==> src/srsw_pkg.sv <==
// shared types, codes and defaults of the selective-repeat sender window
// no dependencies
`timescale 1ns / 1ps
`default_nettype none

package srsw_pkg;

    // parameter defaults
    localparam int MAX_PKTS_DEF    = 16;
    localparam int WINDOW_DEF      = 8;
    localparam int CHUNK_BYTES_DEF = 8;

    // field widths
    localparam int ADDR_W  = 5;
    localparam int DATA_W  = 32;
    localparam int TIME_W  = 32;
    localparam int RTO_W   = 16;
    localparam int CWND_W  = 15;
    localparam int RTT_W   = 19;
    localparam int RETRY_W = 8;

    // register indexes
    localparam logic [2:0] REG_INIT_RTO  = 3'd0;
    localparam logic [2:0] REG_MIN_RTO   = 3'd1;
    localparam logic [2:0] REG_MAX_RTO   = 3'd2;
    localparam logic [2:0] REG_INIT_THR  = 3'd3;
    localparam logic [2:0] REG_RETRY_LIM = 3'd4;

    // register reset values
    localparam logic [15:0] INIT_RTO_RST  = 16'd400;
    localparam logic [15:0] MIN_RTO_RST   = 16'd120;
    localparam logic [15:0] MAX_RTO_RST   = 16'd1500;
    localparam logic [6:0]  INIT_THR_RST  = 7'd8;
    localparam logic [7:0]  RETRY_LIM_RST = 8'd15;

    // command codes
    localparam logic [1:0] CMD_START   = 2'd0;
    localparam logic [1:0] CMD_ACK     = 2'd1;
    localparam logic [1:0] CMD_TIMEOUT = 2'd2;

    // result kinds
    localparam logic [1:0] KIND_SEND   = 2'd0;
    localparam logic [1:0] KIND_RETX   = 2'd1;
    localparam logic [1:0] KIND_STATUS = 2'd2;

    // status codes
    localparam logic [2:0] STAT_RUN    = 3'd0;
    localparam logic [2:0] STAT_DONE   = 3'd1;
    localparam logic [2:0] STAT_FAIL   = 3'd2;
    localparam logic [2:0] STAT_IGNORE = 3'd3;
    localparam logic [2:0] STAT_DUP    = 3'd4;

    // one packet in q7.8
    localparam logic [CWND_W-1:0] CWND_ONE = 15'd256;

    typedef enum logic [3:0] {
        ST_IDLE,
        ST_DECODE,
        ST_ACK_SAMPLE,
        ST_ACK_SMOOTH,
        ST_ACK_RTO,
        ST_ACK_GROW,
        ST_ACK_DIV,
        ST_SLIDE,
        ST_SCAN,
        ST_SCAN_CHK,
        ST_SEND,
        ST_STATUS
    } srsw_state_t;

endpackage

`default_nettype wire

==> src/srsw_ram.sv <==
// generic single-write, single-read ram with registered read data
// no dependencies
`timescale 1ns / 1ps
`default_nettype none

module srsw_ram #(
    parameter int WIDTH = 32,
    parameter int DEPTH = 16,
    localparam int AW = (DEPTH > 1) ? $clog2(DEPTH) : 1
) (
    input  wire logic                 clk,
    input  wire logic                 wr_en,
    input  wire logic [AW-1:0]        wr_addr,
    input  wire logic [WIDTH-1:0]     wr_data,
    input  wire logic                 rd_en,
    input  wire logic [AW-1:0]        rd_addr,
    output logic      [WIDTH-1:0]     rd_data
);

    logic [WIDTH-1:0] mem_reg [DEPTH];

    always_ff @(posedge clk)
    begin
        if (wr_en)
        begin
            mem_reg[wr_addr] <= wr_data;
        end
        if (rd_en)
        begin
            rd_data <= mem_reg[rd_addr];
        end
    end

endmodule

`default_nettype wire

==> src/srsw_div.sv <==
// restoring divider, one quotient bit per cycle
// no dependencies
`timescale 1ns / 1ps
`default_nettype none

module srsw_div #(
    parameter int N = 17,
    parameter int D = 15
) (
    input  wire logic         clk,
    input  wire logic         rst_n,
    input  wire logic         start,
    input  wire logic [N-1:0] dividend,
    input  wire logic [D-1:0] divisor,
    output logic              done,
    output logic      [N-1:0] quotient
);

    localparam int CNT_W = $clog2(N + 1);

    logic             run_reg,  run_next;
    logic             done_reg, done_next;
    logic [CNT_W-1:0] cnt_reg,  cnt_next;
    logic [N-1:0]     dvd_reg,  dvd_next;
    logic [N-1:0]     quo_reg,  quo_next;
    logic [D-1:0]     rem_reg,  rem_next;
    logic [D-1:0]     dsr_reg,  dsr_next;
    logic [D:0]       shifted;

    always_comb
    begin
        shifted   = {rem_reg, dvd_reg[N-1]};
        run_next  = run_reg;
        done_next = 1'b0;
        cnt_next  = cnt_reg;
        dvd_next  = dvd_reg;
        quo_next  = quo_reg;
        rem_next  = rem_reg;
        dsr_next  = dsr_reg;
        if (start)
        begin
            run_next = 1'b1;
            cnt_next = CNT_W'(N);
            dvd_next = dividend;
            quo_next = '0;
            rem_next = '0;
            dsr_next = divisor;
        end
        else if (run_reg)
        begin
            dvd_next = {dvd_reg[N-2:0], 1'b0};
            if (shifted >= {1'b0, dsr_reg})
            begin
                rem_next = D'(shifted - {1'b0, dsr_reg});
                quo_next = {quo_reg[N-2:0], 1'b1};
            end
            else
            begin
                rem_next = shifted[D-1:0];
                quo_next = {quo_reg[N-2:0], 1'b0};
            end
            cnt_next = cnt_reg - CNT_W'(1);
            if (cnt_reg == CNT_W'(1))
            begin
                run_next  = 1'b0;
                done_next = 1'b1;
            end
        end
    end

    always_ff @(posedge clk or negedge rst_n)
    begin
        if (!rst_n)
        begin
            run_reg  <= 1'b0;
            done_reg <= 1'b0;
            cnt_reg  <= '0;
        end
        else
        begin
            run_reg  <= run_next;
            done_reg <= done_next;
            cnt_reg  <= cnt_next;
        end
    end

    always_ff @(posedge clk)
    begin
        dvd_reg <= dvd_next;
        quo_reg <= quo_next;
        rem_reg <= rem_next;
        dsr_reg <= dsr_next;
    end

    assign done     = done_reg;
    assign quotient = quo_reg;

endmodule

`default_nettype wire

==> src/selective_repeat_sender_window_unit.sv <==
// selective-repeat arq sender window with jacobson retransmission timer
// uses srsw_pkg, srsw_ram (send times) and srsw_div (window increment)
// sequence: decode, then an ack with rtt sample takes the sample, smooth and rto
// steps, a congestion-avoidance ack waits for the 17-bit divider, and the window
// slides one step per acked packet; a timeout scans each entry between base and
// next; one item at a time
// reset: transfer idle, window one packet, rto at initial register value
`timescale 1ns / 1ps
`default_nettype none

module selective_repeat_sender_window_unit #(
    parameter int MAX_PKTS    = srsw_pkg::MAX_PKTS_DEF,
    parameter int WINDOW      = srsw_pkg::WINDOW_DEF,
    parameter int CHUNK_BYTES = srsw_pkg::CHUNK_BYTES_DEF
) (
    input  wire logic        clk,
    input  wire logic        rst_n,
    // configuration port
    input  wire logic        psel,
    input  wire logic        penable,
    input  wire logic        pwrite,
    input  wire logic [4:0]  paddr,
    input  wire logic [31:0] pwdata,
    output logic      [31:0] prdata,
    output logic             pready,
    // input items
    input  wire logic        in_valid,
    output logic             in_stall,
    input  wire logic [1:0]  cmd,
    input  wire logic [7:0]  message_length,
    input  wire logic [7:0]  ack_number,
    input  wire logic        ack_flag,
    input  wire logic [31:0] now_ms,
    // result items
    output logic             out_valid,
    input  wire logic        out_stall,
    output logic      [1:0]  kind,
    output logic      [7:0]  seq_number,
    output logic      [2:0]  status,
    output logic      [14:0] window_q8,
    output logic      [15:0] rto_ms,
    output logic             last
);

    localparam int IW = (MAX_PKTS > 1) ? $clog2(MAX_PKTS) : 1;
    localparam int CW = $clog2(MAX_PKTS + 1);
    // ceil(len / chunk) by reciprocal multiply, exact for sums below 2^9
    localparam int RSH = 18;
    localparam logic [18:0] RECIP = 19'((2 ** RSH + CHUNK_BYTES - 1) / CHUNK_BYTES);
    localparam logic [14:0] WMAX = 15'(WINDOW * 256);
    localparam logic [7:0] WIN8 = 8'(WINDOW);

    // ---------------- configuration registers ----------------
    logic [15:0] init_rto_reg;
    logic [15:0] min_rto_reg;
    logic [15:0] max_rto_reg;
    logic [6:0]  init_thr_reg;
    logic [7:0]  retry_lim_reg;
    logic        cfg_wr;

    assign pready = 1'b1;
    assign cfg_wr = psel && penable && pwrite;

    always_ff @(posedge clk or negedge rst_n)
    begin
        if (!rst_n)
        begin
            init_rto_reg  <= srsw_pkg::INIT_RTO_RST;
            min_rto_reg   <= srsw_pkg::MIN_RTO_RST;
            max_rto_reg   <= srsw_pkg::MAX_RTO_RST;
            init_thr_reg  <= srsw_pkg::INIT_THR_RST;
            retry_lim_reg <= srsw_pkg::RETRY_LIM_RST;
        end
        else if (cfg_wr)
        begin
            unique case (paddr[4:2])
                srsw_pkg::REG_INIT_RTO:  init_rto_reg  <= pwdata[15:0];
                srsw_pkg::REG_MIN_RTO:   min_rto_reg   <= pwdata[15:0];
                srsw_pkg::REG_MAX_RTO:   max_rto_reg   <= pwdata[15:0];
                srsw_pkg::REG_INIT_THR:  init_thr_reg  <= pwdata[6:0];
                srsw_pkg::REG_RETRY_LIM: retry_lim_reg <= pwdata[7:0];
                default: ;
            endcase
        end
    end

    always_comb
    begin
        unique case (paddr[4:2])
            srsw_pkg::REG_INIT_RTO:  prdata = {16'd0, init_rto_reg};
            srsw_pkg::REG_MIN_RTO:   prdata = {16'd0, min_rto_reg};
            srsw_pkg::REG_MAX_RTO:   prdata = {16'd0, max_rto_reg};
            srsw_pkg::REG_INIT_THR:  prdata = {25'd0, init_thr_reg};
            srsw_pkg::REG_RETRY_LIM: prdata = {24'd0, retry_lim_reg};
            default:                 prdata = 32'd0;
        endcase
    end

    // ---------------- state ----------------
    srsw_pkg::srsw_state_t state_reg, state_next;

    // latched input item
    logic [1:0]  cmd_reg;
    logic [7:0]  len_reg;
    logic [7:0]  ackn_reg;
    logic        flag_reg;
    logic [31:0] now_reg;

    // transfer state
    logic                active_reg, active_next;
    logic [CW-1:0]       total_reg,  total_next;
    logic [CW-1:0]       base_reg,   base_next;
    logic [CW-1:0]       next_reg,   next_next;
    logic [CW-1:0]       scan_reg,   scan_next;
    logic [MAX_PKTS-1:0] acked_reg,  acked_next;
    logic [MAX_PKTS-1:0] sent_reg,   sent_next;
    logic [MAX_PKTS-1:0] sv_reg,     sv_next;
    logic [7:0]          retry_reg [MAX_PKTS];
    logic [7:0]          retry_next [MAX_PKTS];
    logic [2:0]          st_reg,     st_next;

    // rtt estimator and congestion control
    logic [18:0] srtt_reg, srtt_next;
    logic [18:0] rvar_reg, rvar_next;
    logic        seen_reg, seen_next;
    logic [15:0] samp_reg, samp_next;
    logic [15:0] rto_reg,  rto_next;
    logic [14:0] cwnd_reg, cwnd_next;
    logic [14:0] ssth_reg, ssth_next;

    // output register
    logic        out_valid_reg, out_valid_next;
    logic [1:0]  kind_reg,  kind_next;
    logic [7:0]  seq_reg,   seq_next;
    logic [2:0]  stat_reg,  stat_next;
    logic [14:0] win_reg,   win_next;
    logic [15:0] orto_reg,  orto_next;
    logic        last_reg,  last_next;

    // send time memory
    logic          ram_we;
    logic [IW-1:0] ram_waddr;
    logic          ram_re;
    logic [IW-1:0] ram_raddr;
    logic [31:0]   ram_rdata;

    // window increment divider
    logic        div_start;
    logic        div_done;
    logic [16:0] div_quo;

    srsw_ram #(
        .WIDTH (srsw_pkg::TIME_W),
        .DEPTH (MAX_PKTS)
    ) u_times (
        .clk     (clk),
        .wr_en   (ram_we),
        .wr_addr (ram_waddr),
        .wr_data (now_reg),
        .rd_en   (ram_re),
        .rd_addr (ram_raddr),
        .rd_data (ram_rdata)
    );

    srsw_div #(
        .N (17),
        .D (srsw_pkg::CWND_W)
    ) u_div (
        .clk      (clk),
        .rst_n    (rst_n),
        .start    (div_start),
        .dividend (17'h10000),
        .divisor  (cwnd_reg),
        .done     (div_done),
        .quotient (div_quo)
    );

    // ---------------- shared conditions ----------------
    logic          out_free;
    logic [8:0]    ack9;
    logic [8:0]    ack_m1;
    logic          ack_ok;
    logic [IW-1:0] ack_idx;
    logic [27:0]   cnt_prod;
    logic [8:0]    cnt_raw;
    logic [CW-1:0] cnt;
    logic [IW-1:0] scan_idx;
    logic [IW-1:0] base_idx;
    logic [IW-1:0] next_idx;
    logic          scan_end;
    logic          scan_skip;
    logic          expired;
    logic          retry_out;
    logic [7:0]    lim;
    logic          send_more;
    logic          base_adv;

    assign out_free = !out_valid_reg || !out_stall;
    assign in_stall = (state_reg != srsw_pkg::ST_IDLE);

    // ack number must name a packet sent and not yet slid out
    assign ack9    = {1'b0, ackn_reg};
    assign ack_m1  = ack9 - 9'd1;
    assign ack_idx = ack_m1[IW-1:0];
    assign ack_ok  = flag_reg && (ack9 >= 9'd1) && (ack9 <= 9'(total_reg))
                     && (ack_m1 >= 9'(base_reg)) && (ack_m1 < 9'(next_reg));

    // packet count of a new message, saturated
    assign cnt_prod = (28'(len_reg) + 28'(CHUNK_BYTES - 1)) * 28'(RECIP);
    assign cnt_raw  = cnt_prod[RSH +: 9];
    assign cnt      = (cnt_raw > 9'(MAX_PKTS)) ? CW'(MAX_PKTS) : CW'(cnt_raw);

    assign scan_idx  = scan_reg[IW-1:0];
    assign base_idx  = base_reg[IW-1:0];
    assign next_idx  = next_reg[IW-1:0];
    assign scan_end  = (scan_reg >= next_reg);
    assign scan_skip = acked_reg[scan_idx] || !sent_reg[scan_idx];
    assign expired   = ((now_reg - ram_rdata) >= {16'd0, rto_reg});
    assign retry_out = (retry_reg[scan_idx] >= retry_lim_reg);
    assign base_adv  = (base_reg < total_reg) && acked_reg[base_idx];

    // packets allowed in flight: floor(cwnd) clamped to [1, window]
    always_comb
    begin
        lim = {1'b0, cwnd_reg[14:8]};
        if (lim < 8'd1)
        begin
            lim = 8'd1;
        end
        if (lim > WIN8)
        begin
            lim = WIN8;
        end
    end

    assign send_more = active_reg && (next_reg < total_reg)
                       && (9'(next_reg) < (9'(base_reg) + {1'b0, lim}));

    // ---------------- next state ----------------
    always_comb
    begin
        state_next = state_reg;
        unique case (state_reg)
            srsw_pkg::ST_IDLE:
            begin
                if (in_valid)
                begin
                    state_next = srsw_pkg::ST_DECODE;
                end
            end
            srsw_pkg::ST_DECODE:
            begin
                if (cmd_reg == srsw_pkg::CMD_ACK && active_reg && ack_ok)
                begin
                    if (acked_reg[ack_idx])
                    begin
                        state_next = srsw_pkg::ST_SLIDE;
                    end
                    else if (sv_reg[ack_idx])
                    begin
                        state_next = srsw_pkg::ST_ACK_SAMPLE;
                    end
                    else
                    begin
                        state_next = srsw_pkg::ST_ACK_GROW;
                    end
                end
                else if (cmd_reg == srsw_pkg::CMD_TIMEOUT && active_reg)
                begin
                    state_next = srsw_pkg::ST_SCAN;
                end
                else
                begin
                    state_next = srsw_pkg::ST_SEND;
                end
            end
            srsw_pkg::ST_ACK_SAMPLE: state_next = srsw_pkg::ST_ACK_SMOOTH;
            srsw_pkg::ST_ACK_SMOOTH: state_next = srsw_pkg::ST_ACK_RTO;
            srsw_pkg::ST_ACK_RTO:    state_next = srsw_pkg::ST_ACK_GROW;
            srsw_pkg::ST_ACK_GROW:
            begin
                state_next = (cwnd_reg < ssth_reg) ? srsw_pkg::ST_SLIDE
                                                   : srsw_pkg::ST_ACK_DIV;
            end
            srsw_pkg::ST_ACK_DIV:
            begin
                if (div_done)
                begin
                    state_next = srsw_pkg::ST_SLIDE;
                end
            end
            srsw_pkg::ST_SLIDE:
            begin
                if (!base_adv)
                begin
                    state_next = srsw_pkg::ST_SEND;
                end
            end
            srsw_pkg::ST_SCAN:
            begin
                if (scan_end)
                begin
                    state_next = srsw_pkg::ST_SEND;
                end
                else if (!scan_skip)
                begin
                    state_next = srsw_pkg::ST_SCAN_CHK;
                end
            end
            srsw_pkg::ST_SCAN_CHK:
            begin
                if (!expired)
                begin
                    state_next = srsw_pkg::ST_SCAN;
                end
                else if (retry_out)
                begin
                    state_next = srsw_pkg::ST_SEND;
                end
                else if (out_free)
                begin
                    state_next = srsw_pkg::ST_SCAN;
                end
            end
            srsw_pkg::ST_SEND:
            begin
                if (!send_more)
                begin
                    state_next = srsw_pkg::ST_STATUS;
                end
            end
            srsw_pkg::ST_STATUS:
            begin
                if (out_free)
                begin
                    state_next = srsw_pkg::ST_IDLE;
                end
            end
            default: state_next = srsw_pkg::ST_IDLE;
        endcase
    end

    // ---------------- datapath and outputs ----------------
    always_comb
    begin
        logic [31:0] elapsed;
        logic [18:0] s8;
        logic [18:0] err;
        logic [21:0] acc;
        logic [18:0] rto_raw;
        logic [15:0] sum16;
        logic [14:0] half;
        logic        emit;

        elapsed = now_reg - ram_rdata;
        s8      = {samp_reg, 3'b000};
        err     = (srtt_reg > s8) ? (srtt_reg - s8) : (s8 - srtt_reg);
        acc     = '0;
        rto_raw = '0;
        sum16   = '0;
        half    = '0;
        emit    = 1'b0;

        active_next = active_reg;
        total_next  = total_reg;
        base_next   = base_reg;
        next_next   = next_reg;
        scan_next   = scan_reg;
        acked_next  = acked_reg;
        sent_next   = sent_reg;
        sv_next     = sv_reg;
        retry_next  = retry_reg;
        st_next     = st_reg;
        srtt_next   = srtt_reg;
        rvar_next   = rvar_reg;
        seen_next   = seen_reg;
        samp_next   = samp_reg;
        rto_next    = rto_reg;
        cwnd_next   = cwnd_reg;
        ssth_next   = ssth_reg;

        kind_next = kind_reg;
        seq_next  = seq_reg;
        stat_next = stat_reg;
        win_next  = win_reg;
        orto_next = orto_reg;
        last_next = last_reg;

        ram_we    = 1'b0;
        ram_waddr = next_idx;
        ram_re    = 1'b0;
        ram_raddr = ack_idx;
        div_start = 1'b0;

        unique case (state_reg)
            srsw_pkg::ST_DECODE:
            begin
                case (cmd_reg)
                    srsw_pkg::CMD_START:
                    begin
                        // abort anything running and open a new transfer
                        acked_next = '0;
                        sent_next  = '0;
                        sv_next    = '0;
                        for (int i = 0; i < MAX_PKTS; i++)
                        begin
                            retry_next[i] = '0;
                        end
                        srtt_next   = '0;
                        rvar_next   = '0;
                        seen_next   = 1'b0;
                        rto_next    = init_rto_reg;
                        cwnd_next   = srsw_pkg::CWND_ONE;
                        ssth_next   = {init_thr_reg, 8'd0};
                        total_next  = cnt;
                        base_next   = '0;
                        next_next   = '0;
                        active_next = (cnt != '0);
                        st_next     = (cnt != '0) ? srsw_pkg::STAT_RUN
                                                  : srsw_pkg::STAT_DONE;
                    end
                    srsw_pkg::CMD_ACK:
                    begin
                        st_next = srsw_pkg::STAT_IGNORE;
                        if (active_reg && ack_ok)
                        begin
                            if (acked_reg[ack_idx])
                            begin
                                st_next = srsw_pkg::STAT_DUP;
                            end
                            else
                            begin
                                acked_next[ack_idx] = 1'b1;
                                st_next             = srsw_pkg::STAT_RUN;
                                // never retransmitted: fetch send time for a sample
                                ram_re = sv_reg[ack_idx];
                            end
                        end
                    end
                    srsw_pkg::CMD_TIMEOUT:
                    begin
                        st_next   = active_reg ? srsw_pkg::STAT_RUN
                                               : srsw_pkg::STAT_IGNORE;
                        scan_next = base_reg;
                    end
                    default: st_next = srsw_pkg::STAT_IGNORE;
                endcase
            end
            srsw_pkg::ST_ACK_SAMPLE:
            begin
                // rtt sample saturated to [1, 65535]
                if (elapsed > 32'd65535)
                begin
                    samp_next = 16'hFFFF;
                end
                else if (elapsed == 32'd0)
                begin
                    samp_next = 16'd1;
                end
                else
                begin
                    samp_next = elapsed[15:0];
                end
            end
            srsw_pkg::ST_ACK_SMOOTH:
            begin
                if (!seen_reg)
                begin
                    srtt_next = s8;
                    rvar_next = {1'b0, samp_reg, 2'b00};
                    seen_next = 1'b1;
                end
                else
                begin
                    acc       = ({3'd0, rvar_reg} << 1) + {3'd0, rvar_reg} + {3'd0, err};
                    rvar_next = acc[20:2];
                    acc       = ({3'd0, srtt_reg} << 3) - {3'd0, srtt_reg} + {3'd0, s8};
                    srtt_next = acc[21:3];
                end
            end
            srsw_pkg::ST_ACK_RTO:
            begin
                // rto = ceil((srtt + 4*rttvar) / 8), clamped
                acc     = {3'd0, srtt_reg} + ({3'd0, rvar_reg} << 2) + 22'd7;
                rto_raw = acc[21:3];
                if (rto_raw < {3'd0, min_rto_reg})
                begin
                    rto_next = min_rto_reg;
                end
                else if (rto_raw > {3'd0, max_rto_reg})
                begin
                    rto_next = max_rto_reg;
                end
                else
                begin
                    rto_next = rto_raw[15:0];
                end
            end
            srsw_pkg::ST_ACK_GROW:
            begin
                if (cwnd_reg < ssth_reg)
                begin
                    // slow start
                    sum16     = {1'b0, cwnd_reg} + 16'd256;
                    cwnd_next = (sum16 > {1'b0, WMAX}) ? WMAX : sum16[14:0];
                end
                else
                begin
                    // congestion avoidance: add 65536 / cwnd
                    div_start = 1'b1;
                end
            end
            srsw_pkg::ST_ACK_DIV:
            begin
                if (div_done)
                begin
                    sum16     = {1'b0, cwnd_reg} + div_quo[15:0];
                    cwnd_next = (sum16 > {1'b0, WMAX}) ? WMAX : sum16[14:0];
                end
            end
            srsw_pkg::ST_SLIDE:
            begin
                if (base_adv)
                begin
                    base_next = base_reg + CW'(1);
                end
                else if (base_reg >= total_reg)
                begin
                    active_next = 1'b0;
                    st_next     = srsw_pkg::STAT_DONE;
                end
            end
            srsw_pkg::ST_SCAN:
            begin
                ram_raddr = scan_idx;
                if (!scan_end)
                begin
                    if (scan_skip)
                    begin
                        scan_next = scan_reg + CW'(1);
                    end
                    else
                    begin
                        ram_re = 1'b1;
                    end
                end
            end
            srsw_pkg::ST_SCAN_CHK:
            begin
                ram_waddr = scan_idx;
                if (!expired)
                begin
                    scan_next = scan_reg + CW'(1);
                end
                else if (retry_out)
                begin
                    // retry budget spent: stop the transfer
                    active_next = 1'b0;
                    st_next     = srsw_pkg::STAT_FAIL;
                end
                else if (out_free)
                begin
                    retry_next[scan_idx] = retry_reg[scan_idx] + 8'd1;
                    sv_next[scan_idx]    = 1'b0;
                    ram_we               = 1'b1;
                    // halve threshold, window back to one packet
                    half = {1'b0, cwnd_reg[14:1]};
                    if (half < srsw_pkg::CWND_ONE)
                    begin
                        ssth_next = srsw_pkg::CWND_ONE;
                    end
                    else if (half > WMAX)
                    begin
                        ssth_next = WMAX;
                    end
                    else
                    begin
                        ssth_next = half;
                    end
                    cwnd_next = srsw_pkg::CWND_ONE;
                    emit      = 1'b1;
                    kind_next = srsw_pkg::KIND_RETX;
                    seq_next  = 8'(scan_reg) + 8'd1;
                    stat_next = srsw_pkg::STAT_RUN;
                    win_next  = srsw_pkg::CWND_ONE;
                    orto_next = rto_reg;
                    last_next = 1'b0;
                    scan_next = scan_reg + CW'(1);
                end
            end
            srsw_pkg::ST_SEND:
            begin
                if (send_more && out_free)
                begin
                    sent_next[next_idx] = 1'b1;
                    sv_next[next_idx]   = 1'b1;
                    ram_we              = 1'b1;
                    emit                = 1'b1;
                    kind_next           = srsw_pkg::KIND_SEND;
                    seq_next            = 8'(next_reg) + 8'd1;
                    stat_next           = srsw_pkg::STAT_RUN;
                    win_next            = cwnd_reg;
                    orto_next           = rto_reg;
                    last_next           = 1'b0;
                    next_next           = next_reg + CW'(1);
                end
            end
            srsw_pkg::ST_STATUS:
            begin
                if (out_free)
                begin
                    emit      = 1'b1;
                    kind_next = srsw_pkg::KIND_STATUS;
                    seq_next  = 8'd0;
                    stat_next = st_reg;
                    win_next  = cwnd_reg;
                    orto_next = rto_reg;
                    last_next = 1'b1;
                end
            end
            default: ;
        endcase

        // output register: load on emit, drop once taken
        if (emit)
        begin
            out_valid_next = 1'b1;
        end
        else
        begin
            out_valid_next = out_valid_reg && out_stall;
        end
    end

    // ---------------- registers ----------------
    always_ff @(posedge clk or negedge rst_n)
    begin
        if (!rst_n)
        begin
            state_reg     <= srsw_pkg::ST_IDLE;
            active_reg    <= 1'b0;
            total_reg     <= '0;
            base_reg      <= '0;
            next_reg      <= '0;
            scan_reg      <= '0;
            acked_reg     <= '0;
            sent_reg      <= '0;
            sv_reg        <= '0;
            for (int i = 0; i < MAX_PKTS; i++)
            begin
                retry_reg[i] <= '0;
            end
            st_reg        <= srsw_pkg::STAT_IGNORE;
            srtt_reg      <= '0;
            rvar_reg      <= '0;
            seen_reg      <= 1'b0;
            rto_reg       <= srsw_pkg::INIT_RTO_RST;
            cwnd_reg      <= srsw_pkg::CWND_ONE;
            ssth_reg      <= {srsw_pkg::INIT_THR_RST, 8'd0};
            out_valid_reg <= 1'b0;
        end
        else
        begin
            state_reg     <= state_next;
            active_reg    <= active_next;
            total_reg     <= total_next;
            base_reg      <= base_next;
            next_reg      <= next_next;
            scan_reg      <= scan_next;
            acked_reg     <= acked_next;
            sent_reg      <= sent_next;
            sv_reg        <= sv_next;
            retry_reg     <= retry_next;
            st_reg        <= st_next;
            srtt_reg      <= srtt_next;
            rvar_reg      <= rvar_next;
            seen_reg      <= seen_next;
            rto_reg       <= rto_next;
            cwnd_reg      <= cwnd_next;
            ssth_reg      <= ssth_next;
            out_valid_reg <= out_valid_next;
        end
    end

    // payload registers
    always_ff @(posedge clk)
    begin
        if (state_reg == srsw_pkg::ST_IDLE && in_valid)
        begin
            cmd_reg  <= cmd;
            len_reg  <= message_length;
            ackn_reg <= ack_number;
            flag_reg <= ack_flag;
            now_reg  <= now_ms;
        end
        samp_reg <= samp_next;
        kind_reg <= kind_next;
        seq_reg  <= seq_next;
        stat_reg <= stat_next;
        win_reg  <= win_next;
        orto_reg <= orto_next;
        last_reg <= last_next;
    end

    assign out_valid  = out_valid_reg;
    assign kind       = kind_reg;
    assign seq_number = seq_reg;
    assign status     = stat_reg;
    assign window_q8  = win_reg;
    assign rto_ms     = orto_reg;
    assign last       = last_reg;

endmodule

`default_nettype wire
==> config.mk <==
export PLATFORM = sky130hd
export DESIGN_NAME = selective_repeat_sender_window_unit
export DESIGN_NICKNAME = d
export VERILOG_FILES = /design/src/srsw_pkg.sv /design/src/srsw_ram.sv /design/src/srsw_div.sv /design/src/selective_repeat_sender_window_unit.sv
export SDC_FILE = /design/constraint.sdc
export NUM_CORES = 2
export LEC_CHECK = 0
export ABC_AREA = 1
export BUFFER_PORTS_ARGS = -buffer_cell sky130_fd_sc_hd__buf_2
export CAP_MARGIN = 20
export CORE_ASPECT_RATIO = 0.9
export CORE_UTILIZATION = 55
export CTS_CLUSTER_SIZE = 40
export DETAILED_ROUTE_END_ITERATION = 6
export PLACE_DENSITY = 0.78
export SETUP_SLACK_MARGIN = 0.2
export SLEW_MARGIN = 20
export SYNTH_ARGS = -nofsm -noshare
export SYNTH_HDL_FRONTEND = slang
export SYNTH_HIERARCHICAL = 1
export SYNTH_SLANG_ARGS = --single-unit
export TNS_END_PERCENT = 5
==> constraint.sdc <==
create_clock -name clk -period 6.33 [get_ports clk]
set_input_delay 0.3165 -clock clk [delete_from_list [all_inputs] [get_ports clk]]
set_output_delay 0.3165 -clock clk [all_outputs]
set_load 0.01 [all_outputs]
==> flow_summary.yaml <==
sta:
  hold_violations: 0
  finalCriticalPeriod_ns: 5.72
  min_period_over_period_pct: 90.4
  max_slew_margin_pct: 23.5
  fin_tns_setup_ns: 0
  max_freq_mhz: 175
  rsz0062_at_grt: "false"
  clock_skew_ns: 0.0580
  slew_viol_final: 0
  worst_pin_slew_ns: 1.14
  setup_violations: 0
global_routing:
  globalRouteMet1Util_pct: 42.8
  met3_usage_pct: 5.97
  grt_util_all_layers_pct: 30.9
  grt_pass1_vias: 48200
  globalRouteOverflowTotal: 0
  grt_antenna_before_repair: 3
  grtUsageMet2_pct: 47.8
  grt_first_pass_wirelength_mm: 270
  top_usage_layer: "met2"
  grt_max_degree: 147
placed_design:
  port_buffers: 137
  hpwl_mm: 115
  gp_congestion: 0.995
die:
  dieHeight_um: 317
  initial_core_util_pct: 55.6
  num_io_pins: 175
  die_area_um2: 112000
  core_area_um2: 109000
  die_width_um: 352
  rows: 115
detailed_routing:
  drt_iter0_drc: 6159
  drt_wl_total_mm: 173
  vias_per_cell: 5.65
  vias: 50700
  wire_per_inst_um: 19.3
  detail-route-antenna-nets: 0
  firstDrtPassIters: 7
  route.detailed.drc: 0
layout:
  fin_util_pct: 61.5
  layout_common_cells: "nand2_1 (2039), inv_1 (1127), nand3_1 (749), edfxtp_1 (686), nor2_1 (407)"
  largest_register_ffs: 512
  nets: 7835
  area_growth_pct: 10.6
  fillers: 9083
  drive_gt1_share_pct: 6.87
  final_common_cell: "nand2_1"
setup_path:
  r2r_end: "rvar_reg[15]"
  critPathRequiredTime_ns: 6.92
  crit_arrival_ns: 6.32
  worst_path_most_repeated_cell: "nand2_1"
  reg2reg_depth: 32
  end_kind: "flop"
  r2r_setup_slack_ns: 0.61
  crit_buf_inv: 4
  r2r_start: "srtt_reg[3]"
  cp-start-kind: "flop"
  slowest_stage: "fa_1"
  path_class: "reg2reg"
  cpLargestDelayFamily: "compound AO/OA/AOI/OAI gates"
  cp-startpoint: "srtt_reg[3]"
  max_stage_delay_ns: 0.49
  crit_fanout: 14
power:
  p_per_area_nw_per_um2: 467
  leakage_uw: 0.0319
  ir_drop_mv: 0.349
cts:
  clkSinkCount: 1077
  clk_pin_slew_ns: 0.06
  cts-htree-levels: 3
  cts_buffers: 109
  clk_latency_ns: 0.77
  cts-root-buf: "clkbuf_16"
  cts_tree: "done"
  cts_buffer_depth: 3
  post_cts.repair.setup_buffers: 0
synth:
  yosysWarnings: 6
  netlist_area_um2: 60800
  syn_inst: 7243
  syn-mean-instance-area_um2: 8.39
run_status:
  status: "completed"
run:
  max-cap-violations: 0
worst_hold_path:
  hold_class: "in2async"
layer usage:
metal	up-vias	wire [um]	share of wire, %
met1	23800	72100	42
li1	23900	-	-
met3	404	17600	10
met5	-	31	0.018
met4	4	7080	4.1
met2	2630	76600	44
timing repair:
action	CTS	global route
hold endpoints to repair	190	0
setup endpoints to repair	0	0
resized for setup	0	0
hold buffers	69	0
power breakdown:
part,switching [uW],leakage [uW],total [uW],internal (uW)
Combinational,10400,0.0189,15300,4850
Sequential,807,0.0112,9440,8630
Clock,2910,0.00179,6700,3790
Total,14100,0.0319,31400,17300
worst max-delay path by stage:
stage / slack, ns / cells after the start / end
final: 0.61 / 32 / rvar_reg[15]
after global routing: 0.21 / 31 / rvar_reg[14]
after CTS: 0.70 / 32 / rvar_reg[15]
after detailed placement: 0.73 / 32 / rvar_reg[15]
after global placement: 0.73 / 32 / rvar_reg[15]
after floorplan: 1.55 / 22 / u_times/mem_reg[12][0]
worst register-to-register path, delay by kind of cell (launching register included):
kind                       cells  cell delay (ns)
DFF                            1             0.44
AOI/OAI and AO/OA             12             1.76
buffers and inverters          4             0.56
and+or+nand+nor               12             1.34
adders and majority gates      4             1.49
area by class of cell:
class                      count  area (um2)  area share (%)
sequential                  1077       30300            45.0
timing repair buffer         285        2070            3.08
multi-input combinational   4779       25000            37.1
tap                         1462        1830            2.72
clock inverter                59         726            1.08
clock buffer                 147        2980            4.44
inverter                    1159        4370            6.50
antenna                        2        5.00         0.00745
metrics by stage:
| step | hold slack (ns) | cell area, um2 | cells | worst slack [ns] | power [uW] |
|---|---|---|---|---|---|
| 2_1_floorplan | 0.0209 | 60900 | 7278 | 1.55 | 20200 |
| 3_3_place_gp | 0.372 | 62800 | 8691 | 0.732 | 24100 |
| 3_5_place_dp | 0.376 | 62800 | 8691 | 0.733 | 24300 |
| 4_1_cts | 0.206 | 67200 | 8966 | 0.698 | 31100 |
| 5_1_grt | 0.228 | 67200 | 8968 | 0.208 | 33600 |
| 6_report | 0.186 | 67200 | 8970 | 0.606 | 31400 |
No activity file was read; power rests on OpenSTA's default activity.
